### src/triangular_system_solver_assert.svh
// Assertion macros for the triangular system solver
`ifndef TRIANGULAR_SYSTEM_SOLVER_ASSERT_SVH
`define TRIANGULAR_SYSTEM_SOLVER_ASSERT_SVH
`ifndef NO_ASSERTIONS
`define TSS_ASSERT_IMP(label, clk, rst_n, a, c) \
    label: assert property (@(posedge clk) disable iff (!rst_n) (a) |-> (c)) \
        else $error("%m: check failed");
`define TSS_ASSERT_NXT(label, clk, rst_n, a, c) \
    label: assert property (@(posedge clk) disable iff (!rst_n) (a) |=> (c)) \
        else $error("%m: check failed");
`else
`define TSS_ASSERT_IMP(label, clk, rst_n, a, c)
`define TSS_ASSERT_NXT(label, clk, rst_n, a, c)
`endif
`endif

### src/tss_divider.sv
// ----------------------------------------------------------------------------
// tss_divider
// Radix-2 restoring signed divider, 64 by 32 bits, truncating toward zero.
// ----------------------------------------------------------------------------
`default_nettype none
module tss_divider (
    input  wire logic               clk,
    input  wire logic               rst_n,
    input  wire logic               start,
    input  wire logic signed [63:0] dividend,
    input  wire logic signed [31:0] divisor,
    output logic                    done,
    output logic signed [64:0]      quotient
);
    logic [63:0] q_reg, q_next;
    logic [32:0] r_reg, r_next;
    logic [31:0] d_reg, d_next;
    logic [6:0]  cnt_reg, cnt_next;
    logic        neg_reg, neg_next;
    logic        busy_reg, busy_next;
    logic        done_reg, done_next;
    logic [33:0] trial;
    logic [63:0] a_mag;

    assign a_mag = dividend[63] ? (64'd0 - dividend) : dividend;
    assign trial = {r_reg, q_reg[63]} - {2'b00, d_reg};

    always_comb
    begin
        q_next = q_reg; r_next = r_reg; d_next = d_reg; cnt_next = cnt_reg;
        neg_next = neg_reg; busy_next = busy_reg; done_next = 1'b0;
        if (start)
        begin
            q_next = a_mag;
            r_next = '0;
            d_next = divisor[31] ? (32'd0 - divisor) : divisor;
            neg_next = dividend[63] ^ divisor[31];
            cnt_next = 7'd0;
            busy_next = 1'b1;
        end
        else if (busy_reg)
        begin
            if (!trial[33])
            begin
                r_next = trial[32:0];
                q_next = {q_reg[62:0], 1'b1};
            end
            else
            begin
                r_next = {r_reg[31:0], q_reg[63]};
                q_next = {q_reg[62:0], 1'b0};
            end
            cnt_next = cnt_reg + 7'd1;
            if (cnt_reg == 7'd63)
            begin
                busy_next = 1'b0;
                done_next = 1'b1;
            end
        end
    end

    always_ff @(posedge clk or negedge rst_n)
    begin
        if (!rst_n)
        begin
            busy_reg <= 1'b0;
            done_reg <= 1'b0;
            cnt_reg  <= '0;
            neg_reg  <= 1'b0;
        end
        else
        begin
            busy_reg <= busy_next;
            done_reg <= done_next;
            cnt_reg  <= cnt_next;
            neg_reg  <= neg_next;
        end
    end

    always_ff @(posedge clk)
    begin
        q_reg <= q_next;
        r_reg <= r_next;
        d_reg <= d_next;
    end

    assign done = done_reg;
    assign quotient = neg_reg ? (65'sd0 - $signed({1'b0, q_reg})) : $signed({1'b0, q_reg});
endmodule
`default_nettype wire

### config.mk
export PLATFORM = sky130hd
export DESIGN_NAME = tss_divider
export DESIGN_NICKNAME = d
export VERILOG_FILES = /design/src/triangular_system_solver_assert.svh /design/src/tss_divider.sv
export SDC_FILE = /design/constraint.sdc
export NUM_CORES = 1
export LEC_CHECK = 0
export BUFFER_PORTS_ARGS = -buffer_cell sky130_fd_sc_hd__buf_2
export CORE_UTILIZATION = 50
export CTS_BUF_LIST = sky130_fd_sc_hd__clkbuf_4
export DETAILED_ROUTE_END_ITERATION = 7
export GPL_TIMING_DRIVEN = 0
export PLACE_DENSITY = 0.72
export SLEW_MARGIN = 20
export SYNTH_ARGS = -nofsm -noshare
export SYNTH_HDL_FRONTEND = slang
export SYNTH_SLANG_ARGS = --single-unit
### constraint.sdc
create_clock -name clk -period 4 [get_ports clk]
set_input_delay 0.6 -clock clk [delete_from_list [all_inputs] [get_ports clk]]
set_output_delay 0.6 -clock clk [all_outputs]
set_load 0.01 [all_outputs]
==> impl_metrics.csv <==
group,metric,value,unit
setup_path,crit_fanout,3,
global_route,track_usage,28.1,%
setup_path,crit_path_top_delay_cell,"or4_4",
yosys,synth_ff_type,"edfxtp_1",
global_route,antenna_found_initial,5,
timing,rsz0062_at_grt,"yes",
timing,layout_worst_path_cycle_share,111,%
global_route,overflow,0,
setup_path,worst_ep_arrival_time,3.86,ns
setup_path,worst_setup_path_type,"reg2out",
job,cap_violations,0,
power_and_ir_drop,totalPowerFinal,0.00655,W
status,outcome,"finished with violations",
power_and_ir_drop,max-vdd-ir-drop,0.000313,V
timing,timing.clock.skew,0.0195,ns
detailed_routing,drt_first_pass_iters,7,
placed_design,gpl.final_weighted_congestion,0.918,
timing,timing.slew.headroom,32.3,%
yosys,mappedNetlistNets,1356,
floorplanning,floorplan.die.width,148,um
yosys,average_cell_area_after_synthesis,8.75,um^2
detailed_routing,ant_nets,0,
setup_path,cp_cell_sequence,"or4_4, nor3_4, nand4_1, or3_4, or4_4, or4_4, o31ai_4, xnor2_1, buf_2",
yosys,post-synth-top-area-cell,"edfxtp_1",
yosys,ys_async_sr_fraction,7.19,%
yosys,synth_seq_cells,139,
cts,cts.path.max_buffers,2,
cts,tritoncts,"done",
status,failed_checks,"negative setup slack",
detailed_routing,wl_per_cell,18.0,um
yosys,netlist.area_leader.share,27.0,%
setup_path,start_of_the_worst_register_to_register_path,"d_reg[7]",
yosys,ys_warn_count,0,
placed_design,port_buffers,163,
timing,worst-slew-pin-transition,1.01,ns
setup_path,cp-startpoint,"q_reg[10]",
power_and_ir_drop,combPwrFrac,49.8,%
yosys,synth_enable_flop_cells,96,
floorplanning,row_count,53,
detailed_routing,post_drt_via_cell_ratio,5.96,
detailed_routing,vias,10356,
placed_design,place_ws,-0.429,ns
cts,ctsRootBufferMaster,"clkbuf_4",
timing,number_of_max_slew_violations_in_the_final_report,0,
global_route,first_global_vias,9504,
timing,timing.final.crit_period,4.46,ns
placed_design,place.detailed.hpwl,22800,um
floorplanning,dieArea,0.0219,mm^2
power_and_ir_drop,seq_power_share,32.4,%
timing,worst_hold_check_slack,0.230,ns
cts,tritoncts_num_sinks,139,
finish,flip_flop_count_of_the_largest_register_after_layout,64,
finish,filler_instances,1826,
yosys,area_of_the_mapped_netlist,0.0107,mm^2
finish,num-nets-final,1580,
setup_path,critical_path.startpoint_type,"register",
power_and_ir_drop,netSwitchingFraction,41.7,%
cts,ctsHtreeMaxLevel,4,
detailed_routing,drcViolationCount,0,
floorplanning,floorplan.initialDensity,51.0,%
power_and_ir_drop,cellLeakagePower,5.16,nW
finish,drive_gt1_share,21.4,%
placed_design,placement_stage_cell_area,0.0119,mm^2
timing,setup_total_negative_slack,-2.66,ns
power_and_ir_drop,internal_power,0.00382,W
cts,clk_transition_reported_paths,0.14,ns
floorplanning,io_pins,165,
timing,achievable-frequency,0.224,GHz
setup_path,crit_path_frequent_cell,"or4_4",
detailed_routing,detailedRoute.firstIterationViolations,1016,
yosys,synth_cell_types,61,
setup_path,setup.worst_path.end_class,"output pin",
timing,timing_hold_violations_final,0,
power_and_ir_drop,p_sw,0.00273,W
yosys,seq_area_frac_synth,35.5,%
setup_path,critPathRequiredTime,3.40,ns
global_route,largest_net_degree_at_the_start_of_global_routing,45,
global_route,grt_pass1_wl,48700,um
worst_hold_path,hold_path.startpoint,"divisor[0]",
floorplanning,die_height,148,um
timing,final_worst_path_setup_slack,-0.458,ns
power_and_ir_drop,clock_power_share,17.8,%
timing,finalSetupViolCount,12,
cts,clock_insertion_delay_worst_skew,0.58,ns
yosys,ys_top_cells_by_area,"edfxtp_1, xnor2_1, dfxtp_1, xor2_1, nor2_1",
cts,numCtsBuffers,17,
yosys,post_synth_inst_count,1220,
finish,fin_area,0.0129,mm^2
worst_hold_path,hp-class,"in2reg",
finish,areaGrowthSynthToFinish,20.7,%
floorplanning,design.core.area,0.0210,mm^2
detailed_routing,wirelength,31300,um
setup_path,timing.critical_path.slowest_cell_delay,0.59,ns
power_and_ir_drop,power_per_cell_area,508,mW/mm^2
-- area by class of cell --
type / count / area [um^2] / area share, %
Antenna cell: 5 / 12.5 / 0.0970
Buffer: 61 / 238 / 1.84
Clock buffer: 17 / 128 / 0.990
Clock inverter: 15 / 236 / 1.83
Inverter: 47 / 176 / 1.37
Multi-Input combinational cell: 972 / 6780 / 52.6
Sequential cell: 139 / 3790 / 29.4
Tap cell: 275 / 344 / 2.67
Timing Repair Buffer: 206 / 1180 / 9.15
-- per-stage QoR --
step / util [%] / instances
after floorplan: - / 1220
after global placement: 56.5 / 1658
after detailed placement: 56.6 / 1659
after CTS: 60.2 / 1715
after global routing: 61.5 / 1737
final: 61.5 / 1737
-- per-layer routing --
metal / up-vias / global-route usage, % / routed length (um) / part of all wire [%]
met5: - / 0 / 0 / 0
met4: 0 / 11.5 / 788 / 2.5
met3: 63 / 3.65 / 2750 / 8.8
met2: 518 / 43.2 / 14100 / 45
met1: 4848 / 39.8 / 13700 / 44
li1: 4927 / - / - / -
-- power groups by stage --
stage | registers, W | clock network [W] | logic [W]
floorplan | 0.00205 | 0 | 0.00234
global placement | 0.00212 | 0 | 0.00306
detailed placement | 0.00213 | 0 | 0.00310
CTS | 0.00210 | 0.00118 | 0.00318
global route | 0.00215 | 0.00123 | 0.00358
finish | 0.00212 | 0.00117 | 0.00326
-- cell families after synthesis --
kind of cell / after synthesis / synth area share [%]
AO/OA/AOI/OAI: 326 / 19.7
XOR/XNOR: 183 / 15.0
adder cells (fa/ha/maj): 37 / 4.41
buffers and inverters: 109 / 3.90
flip-flops: 139 / 35.5
multiplexers: 39 / 3.81
AND/OR/NAND/NOR: 387 / 17.7
-- final timing paths --
path                                end  slack [ns]  cells past startpoint
max in group asynchronous    cnt_reg[0]        3.36                      2
min in group asynchronous          done        0.41                      2
setup / recovery           quotient[44]       -0.46                      9
hold reg to reg                    done        0.51                      1
hold / removal                 d_reg[0]        0.23                      1
setup reg to reg              r_reg[31]        0.18                     13
-- synthesized netlist by cell type, types with 14 or more instances --
cell	n
nor3_1	19
xor2_1	72
xnor2_1	111
a211oi_1	33
o31ai_1	43
mux2i_1	26
nand2_1	91
a21oi_1	93
o41ai_1	22
clkbuf_1	51
dfxtp_1	33
or3_1	28
edfxtp_1	96
or4_1	24
o21ai_0	72
ha_1	36
nand4_1	15
nand3_1	17
inv_1	47
nand2b_1	15
a21o_1	14
nor2_1	134
-- worst max-delay path, delay by kind of cell, from the launching register on --
| kind | cells | cell delay (ns) |
|---|---|---|
| and+or+nand+nor | 6 | 2.33 |
| DFF | 1 | 0.47 |
| AOI/OAI and AO/OA | 1 | 0.20 |
| buffers and inverters | 1 | 0.15 |
| xor gates and xnor gates | 1 | 0.14 |
-- layout by cell type, fill, tap and decap left out, drive strengths merged, types with 4 or more instances in the layout --
cell,count
buf,215
nor2,134
xnor2,111
edfxtp,96
a21oi,93
nand2,91
o21ai,75
xor2,72
clkbuf,68
inv,52
o31ai,44
ha,36
a211oi,33
dfxtp,33
or3,28
or4,27
mux2i,26
o41ai,23
nor3,19
nand3,17
nand2b,16
nand4,15
a21o,14
mux2,13
o211ai,10
dfrtp,10
or2,10
nor4,9
o21a,8
diode,5
nor2b,5
bufinv,5
clkinv,5
nand3b,4
and3,4
a311oi,4
a2111oi,4
-- what timing repair did --
| action | CTS | global route |
|---|---|---|
| pin swaps | 14 | 28 |
| endpoints found under the setup margin | 32 | 42 |
| hold buffers | 1 | 0 |
| setup buffers | 24 | 18 |
| endpoints found under the hold margin | 10 | 0 |
| gates resized for setup | 42 | 30 |
No activity file was read; power rests on OpenSTA's default activity.
